**config.mk**
```make
export PLATFORM = sky130hd
export DESIGN_NAME = cvxh_ram
export DESIGN_NICKNAME = d
export VERILOG_FILES = /design/src/rtl/core/cvxh_ram.sv
export SDC_FILE = /design/constraint.sdc
export NUM_CORES = 2
export LEC_CHECK = 0
export ABC_CLOCK_PERIOD_IN_PS = 3200
export BUFFER_PORTS_ARGS = -buffer_cell sky130_fd_sc_hd__clkbuf_2
export CAP_MARGIN = 10
export CORE_UTILIZATION = 25
export DETAILED_ROUTE_END_ITERATION = 10
export GPL_ROUTABILITY_DRIVEN = 0
export GPL_TIMING_DRIVEN = 0
export SLEW_MARGIN = 0
export SYNTH_ARGS = -nofsm -noshare
export SYNTH_HDL_FRONTEND = slang
export SYNTH_SLANG_ARGS = --single-unit
```
**constraint.sdc**
```tcl
create_clock -name clk -period 3.2 [get_ports clk]
set_input_delay 0.32 -clock clk [delete_from_list [all_inputs] [get_ports clk]]
set_output_delay 0.32 -clock clk [all_outputs]
set_load 0.1 [all_outputs]
```
**src/rtl/core/cvxh_ram.sv**
```systemverilog
// Generic single-clock RAM: one write port, one read port, registered read data.
module cvxh_ram #(
  parameter int WIDTH = 32,
  parameter int DEPTH = 64
) (
  input  logic                     clk,
  input  logic                     we,
  input  logic [$clog2(DEPTH)-1:0] waddr,
  input  logic [WIDTH-1:0]         wdata,
  input  logic                     re,
  input  logic [$clog2(DEPTH)-1:0] raddr,
  output logic [WIDTH-1:0]         rdata
);

  logic [WIDTH-1:0] mem [DEPTH];
  logic [WIDTH-1:0] rdata_r;

  always_ff @(posedge clk) begin
    if (we) begin
      mem[waddr] <= wdata;
    end
    if (re) begin
      rdata_r <= mem[raddr];
    end
  end

  assign rdata = rdata_r;

endmodule

```
Word level (Yosys, flattened, before mapping)
Memories as Yosys holds them, arrays and structs flattened. A register that Yosys moved wholly into a read port is not among the register bits.
Cells that the tools add are included.
{"block": "op_classes", "n_mux": 2}
{"op": "1-bit two-way mux", "count": 2}
{"block": "word_totals", "regBits": 0, "ram_bits": 2048, "word_cells": 3, "memories": 1}
{"memory": "mem", "words": 64, "width": 32, "read_ports": 1, "rd_ports_with_merged_regs": 1, "wr": 1, "line": "15", "source": "logic [WIDTH-1:0] mem [DEPTH];"}

Longest topological paths before layout
{"block": "depth", "ltp_word": 2, "depth_mapped": 10}

Least setup slack after synthesis
No wires, ideal clock.
{"block": "synth_path", "kind": "input-to-reg", "from": "input waddr[3]", "to": "memory mem[48][0], enable pin", "arrival_time_ns": 3.019, "slack_ns": -0.280, "path_stages": 4, "path_cell_list": "clkbuf_1 > nor2b_1 > nand4b_1 > nor3_1"}
{"element": "from (decl)", "line": "8", "source": "input logic [$clog2(DEPTH)-1:0] waddr,"}
{"element": "to (decl)", "line": "15"}
No word-level cell before the write port.

==> flow_metrics.tcl <==
set metrics [dict create \
    status "complete, but fails checks" \
    violations "setup timing" \
    critPathKind "primary input to flip-flop" \
    power_mw 56.5 \
    synthesis.nets 3371 \
    first_pass_iters 6 \
    tightestPinTransition_ns 1.37 \
    synth-seq-cells 2080 \
    pwr-share-clk_pct 40.1 \
    antenna_found_initial 30 \
    finalCritPeriodShare_pct 103 \
    num_rows 205 \
    min_path_type "primary input to flip-flop" \
    finalSetupViolCount 10 \
    path_max_fanout 10 \
    start_util_pct 25.2 \
    post-place-ws_ns -1.54 \
    reg2regPathDepth 4 \
    drive_above_1_share_pct 30.5 \
    dp_hpwl_um 156000 \
    syn_area_um2 78800 \
    gr-total-overflow 0 \
    maxCapViolCount 0 \
    max_freq_mhz 303 \
    cp.required_ns 3.70 \
    clk_path_buf_depth 3 \
    core_um2 313000 \
    rsz0062_at_grt "yes" \
    clk_latency_ns 0.84 \
    vdd.ir_drop.worst_mv 0.530 \
    endpoint_kind "flip-flop" \
    die_area_um2 318000 \
    critPathLaunchType "primary input" \
    cts_root_buf "clkbuf_16" \
    port-buffer-count 70 \
    yosys.cell_types.count 33 \
    p_comb_share_pct 6.3 \
    dieHeight_um 564 \
    power_density_nw_per_um2 603 \
    switching_share_pct 22.4 \
    final_cell_area_um2 93700 \
    path_clk_slew_ns 0.06 \
    ys_seq_area_share_pct 79.2 \
    final_antenna_net_count 0 \
    vias_per_cell 4.92 \
    whs_path_depth 1 \
    area.growth.synth_to_final_pct 18.8 \
    pwr-share-seq_pct 53.6 \
    synth_top_area_share_pct 79.2 \
    p_switching_mw 12.7 \
    grt_use_total_pct 14.7 \
    yosys-top-cells-area "edfxtp_1 (79%), mux4_2 (16%), mux2i_1 (1.2%)" \
    grt_max_degree 65 \
    drtIter0Drc 6419 \
    cts_buffers 198 \
    finalHoldViolCount 0 \
    pin_count 79 \
    yosys.area.top_type "edfxtp_1" \
    syn_avg_cell_area_um2 23.7 \
    final_common_cell "edfxtp_1" \
    die_w_um 564 \
    maxSlewHeadroom_pct 8.34 \
    nets 3762 \
    finalClockSkew_ns 0.0337 \
    cts_tree "done" \
    fin_cells 8026 \
    place_inst 7631 \
    grt_pass1_vias 38182 \
    dpl-instance-area_um2 87000 \
    wirelength_um 239000 \
    cts_sinks 2080 \
    wl_per_cell_um 29.7 \
    drv_slew 0 \
    vias 39480 \
    arrival_ns 3.80 \
    final_cell_mix "edfxtp_1 (2080), mux4_2 (544), clkbuf_16 (204)" \
    fin_crit_ns 3.30 \
    drc 0 \
    postLayoutCoreUtil_pct 30.0 \
    cts_htree_levels 4 \
    p_int_mw 43.8 \
    postSynthCellCount 3324 \
    whs_ns 0.0120 \
    setup_slack_ns -0.103 \
    grt_pass1_wl_um 321000 \
    p_leak_nw 28.4 \
    yosysWarnings 0 \
    tns_ns -0.466 \
]
[cell usage after synthesis]
library cell,count
or2_1,1
nand4b_1,1
a311oi_1,8
o221ai_1,27
buf_6,5
or2_2,1
and2_1,2
nand2_1,26
nand3b_1,5
nor2b_1,15
or2_0,1
buf_2,57
nor3_1,7
or3_1,3
nand3_1,5
buf_4,25
a22oi_1,12
o32ai_1,4
buf_1,21
or3b_2,3
o22ai_1,84
a41o_1,4
nand2b_1,8
a31oi_1,1
mux2i_1,93
mux4_2,544
edfxtp_1,2080
clkbuf_1,74
nor2_1,137
and3_1,4
a21oi_1,62
nand4_1,2
or3b_1,2
[cell families (layout without fill, tap and decap cells)]
logic type | count (synthesis) | in the layout | synth area share, %
mux | 637 | 637 | 16.7
flops | 2080 | 2080 | 79.2
simple gates | 223 | 223 | 1.26
compound gates | 202 | 202 | 1.67
other cells | 0 | 8 | 0
buf+inv | 182 | 736 | 1.12
[critical path, stage by stage]
cell	delay, ns
buf_2	0.38
buf_2	0.48
clkbuf_2	0.54
mux4_2	0.39
mux4_2	0.55
o22ai_1	0.81
nor2_1	0.31
[power groups by stage]
stage / Clock, mW / Combinational, mW / Sequential [mW]
detailed placement: 0 / 3.47 / 30.9
global placement: 0 / 3.31 / 30.9
CTS: 22.8 / 3.48 / 30.3
global route: 23.8 / 3.64 / 30.3
finish: 22.7 / 3.56 / 30.3
floorplan: 0 / 1.47 / 31.1
[sequential cells by signal, indices dropped and copies added, names as in the netlist]
name   cells
mem     2048
rdata     32
[worst paths after layout]
kind / slack, ns / startpoint / end
worst max-delay path: -0.10 / raddr[1] / rdata[6]
worst min-delay path: 0.01 / wdata[26] / mem[37][26]
worst max register to register: 0.29 / mem[16][10] / rdata[10]
worst min register to register: 1.08 / mem[35][3] / rdata[3]
[repair_timing]
action                                 4_1_cts  5_1_grt
setup endpoints to repair                   24       13
endpoints found under the hold margin        0      147
gates resized for setup                     35       12
hold buffers                                 0       10
gates cloned                                 0        0
pin swaps                                    0        0
setup buffers                                2        0
[layer usage]
metal	vias to the layer above	wire, µm	global-route usage (%)	share of wire, %
li1	15119	-	-	-
met1	21284	89500	19.2	37
met2	2556	113000	23.7	47
met3	505	25000	3.19	10
met4	16	11300	6.24	4.8
met5	-	105	0	0.044
[area by class of cell]
type / instances / area [µm²]
antenna: 8 / 20.0
buffer: 180 / 931
clock buffer: 252 / 5290
clock inverter: 111 / 852
fill: 29646 / 219000
multi-input combinational: 1062 / 16000
sequential: 2080 / 62500
tap: 4140 / 5180
timing repair buffer: 193 / 2920
Note: power is estimated with default switching activity, not from simulation.
