File: src/rtl/core/cvxh_pkg.sv
// Shared types, constants and state codes of the gift-wrapping hull core.
package cvxh_pkg;

  localparam int MAX_POINTS = 64;
  localparam int IDX_W      = $clog2(MAX_POINTS);
  localparam int CNT_W      = IDX_W + 1;
  localparam int COORD_W    = 16;
  localparam int PT_W       = 2 * COORD_W;
  localparam int DIFF_W     = COORD_W + 1;
  localparam int PROD_W     = 2 * DIFF_W;

  localparam logic [CNT_W-1:0] MAX_CNT      = CNT_W'(MAX_POINTS);
  localparam logic [CNT_W-1:0] MIN_HULL_PTS = CNT_W'(3);

  localparam logic [1:0] KIND_HULL     = 2'd0;
  localparam logic [1:0] KIND_INTERIOR = 2'd1;
  localparam logic [1:0] KIND_TOO_FEW  = 2'd2;

  typedef struct packed {
    logic signed [COORD_W-1:0] point_x;
    logic signed [COORD_W-1:0] point_y;
    logic                      last_point;
  } in_item_t;

  typedef struct packed {
    logic signed [COORD_W-1:0] vert_x;
    logic signed [COORD_W-1:0] vert_y;
    logic [1:0]                point_kind;
    logic                      end_of_run;
  } out_item_t;

  // sequencer -> result stage
  typedef struct packed {
    logic      push;
    logic      fin;
    out_item_t item;
  } out_cmd_t;

  // result stage -> sequencer
  typedef struct packed {
    logic can_push;
    logic can_fin;
    logic pend_vld;
  } out_sts_t;

  typedef enum logic [3:0] {
    ST_LOAD,
    ST_FEW,
    ST_FLUSH,
    ST_LEFT,
    ST_REC,
    ST_QCAP,
    ST_SC_MUL,
    ST_SC_CMP,
    ST_NEXT,
    ST_H_RD,
    ST_H_PUSH,
    ST_I_RD,
    ST_I_CAP,
    ST_I_CMP
  } state_t;

endpackage

File: src/rtl/core/cvxh_orient.sv
// Orientation test of (p, i, q): registered cross-product terms, then sign compare.
module cvxh_orient (
  input  logic                               clk,
  input  logic                               en,
  input  logic signed [cvxh_pkg::COORD_W-1:0] px,
  input  logic signed [cvxh_pkg::COORD_W-1:0] py,
  input  logic signed [cvxh_pkg::COORD_W-1:0] ix,
  input  logic signed [cvxh_pkg::COORD_W-1:0] iy,
  input  logic signed [cvxh_pkg::COORD_W-1:0] qx,
  input  logic signed [cvxh_pkg::COORD_W-1:0] qy,
  output logic                               ccw
);

  logic signed [cvxh_pkg::DIFF_W-1:0] d_iy_py, d_qx_ix, d_ix_px, d_qy_iy;
  logic signed [cvxh_pkg::PROD_W-1:0] prod_a_nxt, prod_b_nxt;
  logic signed [cvxh_pkg::PROD_W-1:0] prod_a_r, prod_b_r;

  always_comb begin
    d_iy_py    = $signed({iy[cvxh_pkg::COORD_W-1], iy}) - $signed({py[cvxh_pkg::COORD_W-1], py});
    d_qx_ix    = $signed({qx[cvxh_pkg::COORD_W-1], qx}) - $signed({ix[cvxh_pkg::COORD_W-1], ix});
    d_ix_px    = $signed({ix[cvxh_pkg::COORD_W-1], ix}) - $signed({px[cvxh_pkg::COORD_W-1], px});
    d_qy_iy    = $signed({qy[cvxh_pkg::COORD_W-1], qy}) - $signed({iy[cvxh_pkg::COORD_W-1], iy});
    prod_a_nxt = d_iy_py * d_qx_ix;
    prod_b_nxt = d_ix_px * d_qy_iy;
  end

  always_ff @(posedge clk) begin
    if (en) begin
      prod_a_r <= prod_a_nxt;
      prod_b_r <= prod_b_nxt;
    end
  end

  // cross = a - b; negative means counter-clockwise
  assign ccw = prod_a_r < prod_b_r;

endmodule

File: config.mk
export PLATFORM = sky130hd
export DESIGN_NAME = cvxh_orient
export DESIGN_NICKNAME = d
export VERILOG_FILES = /design/src/rtl/core/cvxh_pkg.sv /design/src/rtl/core/cvxh_orient.sv
export SDC_FILE = /design/constraint.sdc
export NUM_CORES = 2
export LEC_CHECK = 0
export BUFFER_PORTS_ARGS = -buffer_cell sky130_fd_sc_hd__buf_2
export CAP_MARGIN = 20
export CORE_MARGIN = 10
export CORE_UTILIZATION = 55
export CTS_CLUSTER_SIZE = 25
export DETAILED_ROUTE_END_ITERATION = 6
export HOLD_SLACK_MARGIN = 0.12
export PLACE_DENSITY = 0.82
export SYNTH_ARGS = -nofsm -noshare
export SYNTH_HDL_FRONTEND = slang
export SYNTH_SLANG_ARGS = --single-unit
File: constraint.sdc
create_clock -name clk -period 8.6 [get_ports clk]
set_clock_uncertainty 0.15 [all_clocks]
set_input_delay 0.43 -clock clk [delete_from_list [all_inputs] [get_ports clk]]
set_output_delay 0.43 -clock clk [all_outputs]
set_load 0.02 [all_outputs]
# Yosys cells after proc, flatten, opt, wreduce, memory -nomap -nowiden
# Index checks and enable logic that the tools add are counted.
# word_totals
regBits	68
latchBits	0
mem_bits_rw	0
rom_bits	0
input_bits	98
word_cells	9
mem_count	0
# op_classes
addsub	4
n_mul	2
n_div	0
magnitude_cmp	1
n_eq_ne	0
shifts	0
mux	0
bitwise_logic	0
n_reduce_logical	0
# op_table
operator	count
$mul A17 B17 Y34	2
$sub A16 B16 Y17	4
$lt A34 B34 Y1	1

# Depth between registers and ports, before layout
# depth
ltp_word	2
depth_mapped	34

# Worst setup path after synthesis
# OpenSTA, ideal clock, no wires.
# synth_timing
path_kind	input to register
start	in ix[0] (netlist name)
end	reg prod_b_r[32] (netlist name) (data pin)
arrival_time_ns	7.735
t_required_ns	8.192
setup_slack_ns	0.457
path_stages	29
path_buffers	1
path_cell_list	inv_1 > ha_1 > fa_1 > nor2b_4 > o31a_4 > o41ai_4 > o211ai_2 > a2111oi_4 > nor3_1 > o31ai_2 > buf_6 > nand2_2 > fa_1 > inv_1 > fa_1 > fa_1 > fa_1 > fa_1 > inv_1 > fa_1 > inv_1 > ha_1 > a211o_1 > or3b_2 > a21oi_1 > o311ai_0 > a31o_2 > a21oi_1 > xnor2_1
# synth_via
elab_chain_cells	2
# synth_rtl
element	line_no	source
from (decl)	cvxh_orient.sv:7	input logic signed [cvxh_pkg::COORD_W-1:0] ix,
$sub A16 B16 Y17	cvxh_orient.sv:21	d_ix_px = $signed({ix[cvxh_pkg::COORD_W-1], ix}) - $signed({px[cvxh_pkg::COORD_W-1], px});
$mul A17 B17 Y34	cvxh_orient.sv:24	prod_b_nxt = d_ix_px * d_qy_iy;
named net prod_b_nxt, one bit	cvxh_orient.sv:15	logic signed [cvxh_pkg::PROD_W-1:0] prod_a_nxt, prod_b_nxt;
to (signal assigned)	cvxh_orient.sv:30	prod_b_r <= prod_b_nxt;
to (decl)	cvxh_orient.sv:16	logic signed [cvxh_pkg::PROD_W-1:0] prod_a_r, prod_b_r;
# The timed path passes the listed nets, and every way through them passes these cells.
# A chain may end at the register's enable or synchronous reset.

# Final worst setup path
# layout_timing
start	in ix[2] (netlist name)
end	reg prod_b_r[32] (netlist name) (data pin)
# The elaborated chain is that of the path after synthesis.

==> impl_results.html <==
<table>
<tr><th>Metric</th><th>Value</th></tr>
<tr><th colspan="2">CTS</th></tr>
<tr><td>Largest buffer count on any clock path</td><td>2</td></tr>
<tr><td>TritonCTS buffer count</td><td>9</td></tr>
<tr><td>CTS tree</td><td>done</td></tr>
<tr><td>Buffer cell driving the clock tree root</td><td>clkbuf_16</td></tr>
<tr><td>Number of sinks handled by clock tree synthesis</td><td>68</td></tr>
<tr><td>Clock Pin Slew Worst Setup and Hold Paths</td><td>roughly 0.05 ns</td></tr>
<tr><td>CTS hold repair buffers</td><td>0</td></tr>
<tr><td>H-tree depth reported by CTS</td><td>3</td></tr>
<tr><th colspan="2">Cells and area</th></tr>
<tr><td>Fill cells</td><td>3,986</td></tr>
<tr><td>Most frequent standard cell in the layout excluding fill and tap cells</td><td>inv_1</td></tr>
<tr><td>Final design instance area without fill</td><td>30,330 um2</td></tr>
<tr><td>Cell Count, Final, Fillers Out</td><td>3,909</td></tr>
<tr><td>End-of-flow core utilization</td><td>61.83%</td></tr>
<tr><td>Leading cell types in the layout, fill and taps excluded</td><td>713 x inv_1, 593 x fa_1, 333 x nand2_1, 280 x nor2_1, 266 x ha_1</td></tr>
<tr><td>Area growth, synth to finish</td><td>10.86%</td></tr>
<tr><td>Area of all sequential standard cells</td><td>2042 um2</td></tr>
<tr><td>NumNets Final</td><td>about 4.2k</td></tr>
<tr><td>Share of layout cells above drive strength 1</td><td>between 10 and 15%</td></tr>
<tr><td>Multi-input combinational cell area</td><td>22,480 um2</td></tr>
<tr><th colspan="2">Synthesis</th></tr>
<tr><td>Post-synthesis net count</td><td>3,963</td></tr>
<tr><td>Post-synth top flop</td><td>edfxtp_1</td></tr>
<tr><td>Sequential element share of the synthesized area</td><td>7.464%</td></tr>
<tr><td>Cell variety after synth</td><td>72</td></tr>
<tr><td>Count of warnings emitted by yosys</td><td>0</td></tr>
<tr><td>Mapped Cells</td><td>3,002</td></tr>
<tr><td>EDFF count, synth</td><td>68</td></tr>
<tr><td>Synth async-reset ratio</td><td>0%</td></tr>
<tr><td>Area of the mapped netlist</td><td>27,360 um2</td></tr>
<tr><td>Register bit total from synthesis</td><td>68</td></tr>
<tr><td>Average instance area after synthesis</td><td>a little over 9 um2</td></tr>
<tr><th colspan="2">Global route</th></tr>
<tr><td>Remaining Overflow, GRT</td><td>0</td></tr>
<tr><td>Global router's overall resource usage</td><td>25.50%</td></tr>
<tr><td>Via count of the first global-routing pass</td><td>about 23k</td></tr>
<tr><td>Initial antenna violation count</td><td>3</td></tr>
<tr><td>Largest net degree at the start of global routing</td><td>69</td></tr>
<tr><td>Global-route wire length before repair</td><td>120,200 um</td></tr>
<tr><th colspan="2">Worst setup path</th></tr>
<tr><td>Critical path type</td><td>in2reg</td></tr>
<tr><td>Launch point of the worst path</td><td>ix[2]</td></tr>
<tr><td>Cell type with the highest occurrence count on the critical path</td><td>fa_1</td></tr>
<tr><td>Kind of cell adding the most delay to the critical path</td><td>adder cells</td></tr>
<tr><td>Arrival time at the worst endpoint</td><td>8.29 ns</td></tr>
<tr><td>Setup crit end kind</td><td>flip-flop</td></tr>
<tr><td>Critical path's slowest cell</td><td>fa_2</td></tr>
<tr><td>Critical path data required time</td><td>8.54 ns</td></tr>
<tr><td>Kind of launch point of the worst setup path</td><td>primary input</td></tr>
<tr><td>Highest net fanout along the worst path</td><td>6</td></tr>
<tr><td>Crit path largest cell delay</td><td>0.62 ns</td></tr>
<tr><td>WP buf/inv</td><td>7</td></tr>
<tr><th colspan="2">Floorplanning</th></tr>
<tr><td>Boundary pin count</td><td>99</td></tr>
<tr><td>Total number of placement rows</td><td>81</td></tr>
<tr><td>Y dimension of the die</td><td>243.0 um</td></tr>
<tr><td>Total core area</td><td>slightly below 50,000 um2</td></tr>
<tr><td>Initial core utilization</td><td>between 50% and 60%</td></tr>
<tr><td>Full die area</td><td>59,060 um2</td></tr>
<tr><td>Chip width</td><td>around 240 um</td></tr>
<tr><th colspan="2">Placed design</th></tr>
<tr><td>Area after detailed placement</td><td>around 30,000 um2</td></tr>
<tr><td>Minimum setup slack after placement</td><td>-0.3638 ns</td></tr>
<tr><td>GPL Wtd Cong</td><td>just under 1</td></tr>
<tr><td>Number of cells in the design after placement</td><td>3,881</td></tr>
<tr><td>HPWL reported at the end of detailed placement</td><td>~64,000 um</td></tr>
<tr><td>Count of port buffers added during placement</td><td>98</td></tr>
<tr><th colspan="2">Routing</th></tr>
<tr><td>Post-DR wirelength/cell</td><td>18.98 um</td></tr>
<tr><td>Iteration count of the initial detailed-routing pass</td><td>7</td></tr>
<tr><td>Post-route DRC</td><td>2</td></tr>
<tr><td>Via Count</td><td>21.71k</td></tr>
<tr><td>Ratio of routed vias to standard cells</td><td>5.553</td></tr>
<tr><td>Drt first-iter violations</td><td>1,984</td></tr>
<tr><td>Detailed-route wire length</td><td>74,180 um</td></tr>
<tr><td>Post-route antenna net violation count</td><td>0</td></tr>
<tr><th colspan="2">Timing</th></tr>
<tr><td>Worst relative slew slack</td><td>28.34%</td></tr>
<tr><td>Final setup vio count</td><td>0</td></tr>
<tr><td>Final Hold Violating Endpoints</td><td>0</td></tr>
<tr><td>Final worst path period need</td><td>about 8.4 ns</td></tr>
<tr><td>Transition at the pin with the smallest max-transition slack</td><td>1.067 ns</td></tr>
<tr><td>Period utilization</td><td>97.12%</td></tr>
<tr><td>Maximum clock frequency</td><td>119.7 MHz</td></tr>
<tr><td>Setup ws final</td><td>roughly 0.25 ns</td></tr>
<tr><td>Max-slew violations</td><td>0</td></tr>
<tr><th colspan="2">Run</th></tr>
<tr><td>Max Cap Violations</td><td>0</td></tr>
<tr><th colspan="2">Min path</th></tr>
<tr><td>Worst min-delay path category</td><td>in2reg</td></tr>
<tr><td>Startpoint of the worst hold path</td><td>ix[0]</td></tr>
<tr><th colspan="2">Outcome</th></tr>
<tr><td>Result of the run</td><td>complete, but fails checks</td></tr>
<tr><td>Violations in the final reports</td><td>DRC</td></tr>
</table>
[worst paths after layout]
check	end	slack [ns]	cells after the start
worst max-delay path	prod_b_r[32]$_DFFE_PP_	0.25	30
worst min-delay path	prod_a_r[0]$_DFFE_PP_	0.68	4
[layer usage]
layer / track usage [%] / wire length [um] / up-vias / part of all wire, %
li1: - / - / 9608 / -
met1: 32.14 / 28430 / 10799 / 38
met2: 41.44 / 34780 / 1078 / 47
met3: 6.908 / 7797 / 218 / 11
met4: 9.392 / 3145 / 4 / 4.2
met5: 0 / 34 / - / 0.046
[tightest hold or removal path, delay by kind of cell]
kind / cells / cell delay, ns
buffers and inverters: 2 / 0.35
adder cells (fa/ha/maj): 1 / 0.13
AND/OR/NAND/NOR: 1 / 0.08
[kinds of logic (layout without fill, tap and decap cells)]
kind of cell,Yosys count,count (layout),synth area share (%)
AO/OA/AOI/OAI,316,316,7.849
buffers and inverters,776,1016,10.75
XOR/XNOR,147,147,4.761
other,0,3,0
flip-flops,68,68,7.464
AND/OR/NAND/NOR,830,830,13.27
multiplexers,2,2,0.07318
adder cells (fa/ha/maj),863,863,55.83
[through the flow]
step | hold slack [ns] | TNS, ns
6_report | 0.6791 | 0
5_1_grt | 0.6845 | -0.05151
4_1_cts | 0.6554 | 0
3_5_place_dp | 1.003 | -1.422
3_3_place_gp | 0.9894 | -0.2989
2_1_floorplan | 0.3925 | 0
[cells in the mapped netlist (all sizes together), types with 4 or more instances]
cell     count  area share (%)
a31oi       13            0.32
a21o        31            0.85
and2        43            0.98
nand4        8            0.18
o41ai        5            0.23
nand2      343             4.8
xnor2      103             3.3
a21boi       7            0.19
buf          8            0.21
o21a        19            0.52
a21oi       88             1.6
or3          5            0.11
xor2        44             1.5
nor3        18            0.33
o21ai       66             1.2
and3        12            0.27
o211ai       9            0.27
ha         267              12
nand3       18            0.33
fa         596              44
nand2b      39            0.89
o31a        10            0.35
a31o         4            0.13
edfxtp      68             7.5
nor2b       42            0.99
o21bai      11            0.30
a211o        4            0.13
inv        714             9.8
o21ba        4            0.15
a211oi      13            0.36
a2111oi      5            0.27
nor2       283             3.9
or2          5            0.11
clkbuf      54            0.74
o311ai       4            0.16
o31ai        7            0.23
nor4         4           0.091
[sequential cells by signal (all words and copies together) (netlist names)]
signal and count:
prod_b_r 34, prod_a_r 34
[area by class of cell]
| type | count | area share, % |
|---|---|---|
| diodes | 3 | 0.02475 |
| clock buffers | 9 | 0.7426 |
| clock inverters | 7 | 0.2682 |
| inverters | 714 | 8.837 |
| multi-input cells | 2158 | 74.12 |
| flip-flops and latches | 68 | 6.733 |
| well taps | 664 | 2.739 |
| repair buffers | 286 | 6.531 |
[timing repair]
item,in CTS,in global routing
endpoints found under the setup margin,1,20
pin swaps,0,8
setup buffers,0,8
resized for setup,2,28
Power is left out: the tool's default activity adds up to more than one toggle a clock period on the data nets, which glitch-free logic cannot reach.
