--- src/rtl/core/cvxh_pkg.sv ---
// Shared types, constants and state codes of the gift-wrapping hull core.
package cvxh_pkg;

  localparam int MAX_POINTS = 64;
  localparam int IDX_W      = $clog2(MAX_POINTS);
  localparam int CNT_W      = IDX_W + 1;
  localparam int COORD_W    = 16;
  localparam int PT_W       = 2 * COORD_W;
  localparam int DIFF_W     = COORD_W + 1;
  localparam int PROD_W     = 2 * DIFF_W;

  localparam logic [CNT_W-1:0] MAX_CNT      = CNT_W'(MAX_POINTS);
  localparam logic [CNT_W-1:0] MIN_HULL_PTS = CNT_W'(3);

  localparam logic [1:0] KIND_HULL     = 2'd0;
  localparam logic [1:0] KIND_INTERIOR = 2'd1;
  localparam logic [1:0] KIND_TOO_FEW  = 2'd2;

  typedef struct packed {
    logic signed [COORD_W-1:0] point_x;
    logic signed [COORD_W-1:0] point_y;
    logic                      last_point;
  } in_item_t;

  typedef struct packed {
    logic signed [COORD_W-1:0] vert_x;
    logic signed [COORD_W-1:0] vert_y;
    logic [1:0]                point_kind;
    logic                      end_of_run;
  } out_item_t;

  // sequencer -> result stage
  typedef struct packed {
    logic      push;
    logic      fin;
    out_item_t item;
  } out_cmd_t;

  // result stage -> sequencer
  typedef struct packed {
    logic can_push;
    logic can_fin;
    logic pend_vld;
  } out_sts_t;

  typedef enum logic [3:0] {
    ST_LOAD,
    ST_FEW,
    ST_FLUSH,
    ST_LEFT,
    ST_REC,
    ST_QCAP,
    ST_SC_MUL,
    ST_SC_CMP,
    ST_NEXT,
    ST_H_RD,
    ST_H_PUSH,
    ST_I_RD,
    ST_I_CAP,
    ST_I_CMP
  } state_t;

endpackage

--- src/rtl/core/cvxh_out.sv ---
// Result stage: one-word hold-back register (to tag the last word) and output register.
module cvxh_out (
  input  logic                clk,
  input  logic                rst_n,
  input  cvxh_pkg::out_cmd_t  cmd,
  output cvxh_pkg::out_sts_t  sts,
  output logic                out_valid,
  input  logic                out_ready,
  output cvxh_pkg::out_item_t out_data
);

  cvxh_pkg::out_item_t pend_r, out_r;
  cvxh_pkg::out_item_t fin_item;
  logic                pend_vld_r, out_vld_r;
  logic                out_free;

  assign out_free     = !out_vld_r || out_ready;
  assign sts.can_push = !pend_vld_r || out_free;
  assign sts.can_fin  = out_free;
  assign sts.pend_vld = pend_vld_r;

  // held word with the end-of-run tag set
  always_comb begin
    fin_item            = pend_r;
    fin_item.end_of_run = 1'b1;
  end

  always_ff @(posedge clk) begin
    if (!rst_n) begin
      pend_vld_r <= 1'b0;
      out_vld_r  <= 1'b0;
    end else if (cmd.push && sts.can_push) begin
      if (pend_vld_r) begin
        out_vld_r <= 1'b1;
      end else if (out_ready) begin
        out_vld_r <= 1'b0;
      end
      pend_vld_r <= 1'b1;
    end else if (cmd.fin && out_free) begin
      out_vld_r  <= pend_vld_r;
      pend_vld_r <= 1'b0;
    end else if (out_ready) begin
      out_vld_r <= 1'b0;
    end
  end

  always_ff @(posedge clk) begin
    if (cmd.push && sts.can_push) begin
      if (pend_vld_r) begin
        out_r <= pend_r;
      end
      pend_r <= cmd.item;
    end else if (cmd.fin && out_free) begin
      out_r <= fin_item;
    end
  end

  assign out_valid = out_vld_r;
  assign out_data  = out_r;

endmodule

--- config.mk ---
export PLATFORM = sky130hd
export DESIGN_NAME = cvxh_out
export DESIGN_NICKNAME = d
export VERILOG_FILES = /design/src/rtl/core/cvxh_pkg.sv /design/src/rtl/core/cvxh_out.sv
export SDC_FILE = /design/constraint.sdc
export NUM_CORES = 1
export LEC_CHECK = 0
export BUFFER_PORTS_ARGS = -buffer_cell sky130_fd_sc_hd__buf_2
export CAP_MARGIN = 0
export CORE_MARGIN = 2
export CORE_UTILIZATION = 45
export DETAILED_ROUTE_END_ITERATION = 7
export GPL_TIMING_DRIVEN = 1
export PLACE_DENSITY = 0.73
export RECOVER_POWER = 100
export SLEW_MARGIN = 20
export SYNTH_ARGS = -nofsm -noshare
export SYNTH_HDL_FRONTEND = slang
export SYNTH_SLANG_ARGS = --single-unit
export TNS_END_PERCENT = 20
--- constraint.sdc ---
create_clock -name clk -period 4.1 [get_ports clk]
set_input_delay 0.615 -clock clk [delete_from_list [all_inputs] [get_ports clk]]
set_output_delay 0.615 -clock clk [all_outputs]
set_load 0.01 [all_outputs]
# [After elaboration in Yosys (flattened, before gate mapping)]
# Cells that the tools add are included.
[word_totals] in_bits=40 word_cells=28 out_inout_bits=39 ff_bits=72
[op_classes] eq_ne=1 muxes=9 n_reduce_logical=8
[ops] op="$mux W35" n=3
[ops] op="$mux W1" n=6
[ops] op="$logic_and A1 B1 Y1" n=2
[ops] op="$logic_not A1 Y1" n=2
[ops] op="$logic_or A1 B1 Y1" n=2
[ops] op="$ne A2 B2 Y1 const B" n=1
[ops] op="$reduce_and A2 Y1" n=1
[ops] op="$reduce_bool A2 Y1" n=1

# [Logic depth before layout (Yosys ltp)]
# Gate-level depths: netlist of run 1.
[logic_depth] ltp_word=6 ltp_mapped=2 mapped_depth_nobuf=2

# [Worst setup path after synthesis of run 1]
# Ideal clock, no wire load.
[synth_path] kind="in2reg" startpoint="input cmd[36] (netlist bit)" endpoint="register out_r, in the netlist out_data[0], enable pin" cell_stages=2 path_slack_ps=2049 t_required_ps=3705 setup_time_ps=395 n_path_buf=0 t_arrival_ps=1656 cell_sequence="mux2_1 -> and2_1"
[synth_between] elab_chain_cells=3 word_cells_on_any_way=4 cone_classes="1 x eq/ne; 3 x reduce/logical"
[synth_rtl] element="start: declaration" line_no="cvxh_out.sv:5" source="input cvxh_pkg::out_cmd_t cmd,"
[synth_rtl] element="$logic_and A1 B1 Y1 *" line_no="cvxh_out.sv:48" source="if (cmd.push && sts.can_push) begin"
[synth_rtl] element="$ne A2 B2 Y1 (no source line) / $reduce_bool A2 Y1 (equally long branches)"
[synth_rtl] element="$reduce_and A2 Y1 (no source line) *"
[synth_rtl] element="end signal: assignment" line_no="cvxh_out.sv:50" source="out_r <= pend_r;"
[synth_rtl] element="end signal: assignment" line_no="cvxh_out.sv:54" source="out_r <= fin_item;"
[synth_rtl] element="end: declaration" line_no="cvxh_out.sv:12" source="cvxh_pkg::out_item_t pend_r, out_r;"
# Mark *: on every way between the ends. The rest lies on a longest branch, timed or not.
# A chain may end at the register's enable or synchronous reset.

# [Final worst setup path of run 1]
[layout_path] startpoint="input cmd[36] (netlist bit)" endpoint="register out_r, in the netlist out_data[33], enable pin"
# The elaborated chain is that of the path after synthesis.

==> impl_metrics.csv, run 1 <==
group,metric,value,unit
status,status,"finished with violations",
status,violations,"capacitance limit, slew limit",
clock_network,cts_tree,"done",
synth,synthTopCellsByCount,"70 x edfxtp_1, 2 x buf_4, 2 x dfxtp_1, 2 x nand3b_1, 2 x o21ai_0",
global_route,grt_max_degree,36,
global_route,grt_pass1_vias,1039,
clock_network,insertion_delay,0.32,ns
route,vias_per_cell,4.389,
worst_setup_path,endpoint_kind,"register",
finish,layout-drive-gt1-share,29.38,%
synth,async_reset_ff_share,0,%
floorplanning,die_height,74.41,um
route,dr_total_vias,1071,
route,drtPass1Iterations,4,
route,routed_wl,3487,um
floorplanning,rows,25,
worst_setup_path,crit_path_end,"out_data[33]",
synth,yosys_most_used_dff,"edfxtp_1",
sta,max_freq,396.6,MHz
global_route,grt_pass1_wl,4754,um
worst_setup_path,cpPeakStageDelay,1.31,ns
synth,yosysTopAreaCellShare,94.22,%
floorplanning,io_pins,79,
worst_setup_path,start_kind,"input pin",
floorplanning,initial_core_util,46.92,%
synth,synthCells,85,
route,drtIter0Drc,65,
worst_setup_path,cp_top_family,"buffers and inverters",
place,portBuffers,78,
clock_network,post_cts_resized,0,
worst_setup_path,startpoint,"cmd[36]",
sta,final_max_slew_viol_count,72,
floorplanning,core,4755,um^2
synth,yosysSeqAreaShare,96.02,%
clock_network,cts.sinks,72,
synth,synth.avg_cell_area,26.25,um^2
run,drv_cap,2,
worst_hold_path,worst_hold_path_type,"register to register",
sta,worst_pin_slew,2.078,ns
synth,yosys_warnings,0,
clock_network,clk_path_buf_depth,2,
finish,syn_to_final_growth,29.89,%
worst_setup_path,critical_path_buf_inv_count,2,
synth,syn_nets,125,
power_and_ir_drop,pwr_density_cell,568.9,nW/um^2
worst_setup_path,r2r_cells,2,
floorplanning,chipWidth,74.41,um
route,wl_per_cell,14.29,um
worst_setup_path,r2r-end,"fin_item[16]",
synth,synth-edff-count,70,
sta,hold_slack,0.4193,ns
sta,rsz0062_at_grt,"no",
worst_setup_path,required,4.02,ns
clock_network,cts-hold-fix-buffers,0,
worst_setup_path,cp_slowest_cell,"clkbuf_1",
clock_network,numCtsBuffers,9,
worst_setup_path,cp_common_cell,"clkbuf_1",
clock_network,clkSlewWorstSetupHoldPaths,0.07,ns
sta,max_slew_margin,-38.60,%
route,drcViolationCount,0,
global_route,antenna_found_initial,0,
worst_setup_path,r2r-start,"pend_vld_r",
worst_setup_path,crit_fanout,35,
synth,ys_ff_latch,72,
finish,diodes,0,
worst_setup_path,rrSetupSlack,1.63,ns
sta,setup_viol,0,
clock_network,h-tree-depth,3,
global_route,grt_use_total,12.74,%
place,globalplace.congestion,0.6630,
worst_setup_path,crit_type,"input pin to register",
sta,finalHoldViolCount,0,
synth,syn_area,2231,um^2
finish,nets,213,
power_and_ir_drop,ir_drop,0.2323,mV
worst_setup_path,worst-path-stages,4,
synth,synth_top_area_cell,"edfxtp_1",
synth,synthTopCellsByArea,"edfxtp_1 94%, dfxtp_1 1.8%, buf_4 0.67%",
sta,period_minus_slack,2.521,ns
worst_setup_path,path_cells,"clkbuf_1, mux2_1, and2_1, clkbuf_1",
clock_network,cts-root-buf,"clkbuf_8",
clock_network,post_cts_buffers,0,
route,ant_nets,0,
synth,yosysUniqueCellTypes,12,
sta,period_share,61.49,%
finish,nFillCells,383,
place,dp_hpwl,2395,um
sta,fin_skew,0.003149,ns
floorplanning,die_area,5537,um^2
power_and_ir_drop,power.leakage,1.036,nW
sta,setup_tns,0,ns
global_route,grt_overflow,0,
synth,synth_most_common_cell,"edfxtp_1",
worst_setup_path,critPathArrivalTime,2.44,ns
==> flip-flops by register name, summed over array words and instances, names as in the netlist <==
signal / cells
pend_r: 1
out_data: 35
fin_item: 34
pend_vld_r: 1
out_valid: 1
==> where the power goes <==
group / switching (mW) / internal, mW / leakage [nW]
clock network: 0.239 / 0.461 / 0.125
registers: 0.0120 / 0.864 / 0.692
logic: 0.0477 / 0.0247 / 0.219
==> worst min-delay path by stage <==
stage	start	to	slack (ns)	depth (start not counted)
floorplan	fin_item[10]	out_data[10]	0.40	0
global placement	fin_item[4]	out_data[4]	0.40	0
detailed placement	fin_item[23]	out_data[23]	0.41	0
CTS	fin_item[23]	out_data[23]	0.42	0
global route	fin_item[32]	out_data[32]	0.42	0
finish	fin_item[9]	out_data[9]	0.42	0
==> layout by cell type, fill, tap and decap left out <==
cell	instances
a31oi_1	1
clkinvlp_4	1
edfxtp_1	70
clkbuf_1	42
a21boi_0	1
clkinv_2	1
buf_2	37
and2_1	1
and2_0	1
o21ai_0	2
nand2b_1	1
nand3b_1	2
inv_1	1
bufinv_16	4
clkbuf_8	9
dfxtp_1	2
mux2_1	1
==> routing by layer <==
metal / global-route usage [%] / part of all wire [%] / up-vias
met5: 0 / 0 / -
met4: 7.143 / 1.5 / 0
met3: 5.420 / 8.7 / 4
met2: 20.94 / 51 / 56
met1: 13.93 / 39 / 500
li1: - / - / 511
==> cells by family (layout without fill, tap and decap cells) <==
kind of cell | count (synthesis) | count (layout) | share of synthesized area [%]
compound gates | 4 | 4 | 1.066
buf+inv | 3 | 95 | 0.8409
flops | 72 | 72 | 96.02
mux | 1 | 1 | 0.5047
simple gates | 5 | 5 | 1.571
==> final cells by class <==
cell class              instances  area [um^2]  share of cell area (%)
well taps                      67        83.83                   2.893
repair buffers                 79        342.8                   11.83
flip-flops and latches         72         2142                   73.92
multi-input cells              10        68.82                   2.375
inverters                       1        3.754                  0.1295
clock buffers                   9        123.9                   4.275
clock inverters                 6        132.6                   4.577
==> metrics by stage <==
stage | util, % | cells | area, um^2 | setup slack (ns) | power [mW]
3_5_place_dp | 56.74 | 229 | 2698 | 2.169 | 0.9718
3_3_place_gp | 56.74 | 229 | 2698 | 2.237 | 0.9661
6_report | 60.95 | 244 | 2898 | 1.579 | 1.649
2_1_floorplan | - | 85 | 2231 | 2.049 | 0.9212
4_1_cts | 62.13 | 244 | 2954 | 2.402 | 1.665
5_1_grt | 60.95 | 244 | 2898 | 1.313 | 1.702
No activity file was read; power rests on OpenSTA's default activity.
==> inputs of run 2 (changes only) <==
- CORE_UTILIZATION: 45 -> 43
- clock period: 4.1 -> 2.3 ns (I/O delays scaled with it)
==> run 2 against run 1 <==
Against the previous run: the run now ends clean; critical path depth is 1 lower; design area is 1.8% lower; worst hold slack worse by 0.24 ns.
==> impl_metrics.csv, run 2 (synthesized netlist as in run 1, its figures left out) <==
group,metric,value,unit
place,post_dp_cell_area,2729,um^2
run,drv_cap,0,
sta,max_freq,580.3,MHz
floorplanning,initial_core_util,44.24,%
route,drtIter0Drc,57,
clock_network,h-tree-depth,3,
sta,setup_tns,0,ns
clock_network,clkSlewWorstSetupHoldPaths,0.07,ns
place,portBuffers,78,
route,dr_total_vias,1090,
clock_network,cts_tree,"done",
sta,finalHoldViolCount,0,
worst_setup_path,required,2.34,ns
sta,setup_viol,0,
worst_setup_path,cp_slowest_cell,"and2_0",
clock_network,cts-root-buf,"clkbuf_8",
worst_setup_path,start_kind,"register",
global_route,grt_pass1_vias,1164,
worst_setup_path,critical_path_buf_inv_count,1,
sta,worst_pin_slew,0.8048,ns
global_route,grt_overflow,0,
status,status,"completed",
finish,nFillCells,410,
finish,largest_reg_flops,35,
finish,fin_util,56.45,%
global_route,antenna_found_initial,0,
power_and_ir_drop,ir_drop,0.5260,mV
clock_network,cts.sinks,72,
power_and_ir_drop,fin_total_pwr,2.521,mW
clock_network,post_cts_buffers,0,
floorplanning,rows,26,
power_and_ir_drop,power.leakage,1.006,nW
sta,setup_ws,0.5767,ns
place,globalplace.congestion,0.7809,
finish,stdcell_area,2846,um^2
place,place_ws,0.8296,ns
finish,syn_to_final_growth,27.59,%
sta,period_share,74.93,%
sta,final_max_slew_viol_count,0,
finish,layout_common_cells,"70 x edfxtp_1, 41 x clkbuf_1, 38 x buf_2, 9 x clkbuf_8, 4 x clkinvlp_4",
clock_network,post_cts_resized,0,
route,ant_nets,0,
floorplanning,die_area,5781,um^2
worst_setup_path,cpPeakStageDelay,0.67,ns
finish,nets,215,
worst_setup_path,crit_type,"register to register",
sta,period_minus_slack,1.723,ns
clock_network,cts-hold-fix-buffers,0,
worst_setup_path,path_cells,"nand3b_1, and2_0, buf_12",
clock_network,clk_path_buf_depth,2,
clock_network,insertion_delay,0.33,ns
floorplanning,core,5042,um^2
worst_setup_path,endpoint_kind,"register",
sta,rsz0062_at_grt,"no",
clock_network,numCtsBuffers,9,
finish,final_common_cell,"edfxtp_1",
route,routed_wl,3408,um
global_route,grt_max_degree,25,
floorplanning,die_height,76.03,um
sta,max_slew_margin,46.32,%
worst_setup_path,cp_top_family,"simple AND/OR/NAND/NOR gates",
worst_hold_path,worst_hold_path_type,"input pin to register",
finish,diodes,0,
route,drcViolationCount,0,
route,vias_per_cell,4.360,
sta,fin_skew,0.004733,ns
route,drtPass1Iterations,4,
global_route,grt_pass1_wl,5575,um
finish,layout-drive-gt1-share,31.11,%
power_and_ir_drop,pwr_density_cell,885.6,nW/um^2
worst_setup_path,critPathArrivalTime,1.76,ns
global_route,grt_use_total,13.26,%
floorplanning,chipWidth,76.03,um
route,wl_per_cell,13.63,um
worst_setup_path,crit_fanout,24,
floorplanning,io_pins,79,
-- run 2: layout make-up --
cell class	count	area [um^2]	share of cell area, %
well taps	70	87.58	3.077
clock inverters	7	48.80	1.714
flip-flops and latches	72	2142	75.25
multi-input cells	10	68.82	2.418
clock buffers	9	123.9	4.352
inverters	1	3.754	0.1319
repair buffers	81	371.6	13.05
-- run 2: through the flow --
stage	cells	hold WS [ns]
final	250	0.1826
after global placement	234	0.4020
after global routing	250	0.1592
after detailed placement	234	0.4045
after floorplan	85	0.4003
after CTS	250	0.1623
-- run 2: routing by layer --
metal / global-route usage, % / wire length (um) / vias to the layer above / part of all wire, %
met5: 0 / 0 / - / 0
met4: 7.636 / 81 / 0 / 2.4
met3: 5.569 / 302 / 10 / 8.9
met2: 20.36 / 1599 / 60 / 47
met1: 15.84 / 1424 / 503 / 42
li1: - / - / 517 / -
-- run 2: report_power, final --
part           switching [mW]  internal (mW)
Combinational          0.0854         0.0501
Clock                   0.438          0.387
Sequential             0.0229           1.54
Total                   0.547           1.97
-- run 2: path summary, 6_finish.rpt --
kind,from,endpoint,slack (ns),cells after the start
min reg2reg,fin_item[7],out_data[7],0.42,0
min,cmd[31],fin_item[31],0.18,1
max reg2reg,pend_vld_r,fin_item[18],0.58,3
max,pend_vld_r,fin_item[18],0.58,3
-- run 2: worst reg2reg max path, cell delays in order (launching register included) --
cell and delay, ns:
dfxtp_1 0.34, nand3b_1 0.14, and2_0 0.67, buf_12 0.26
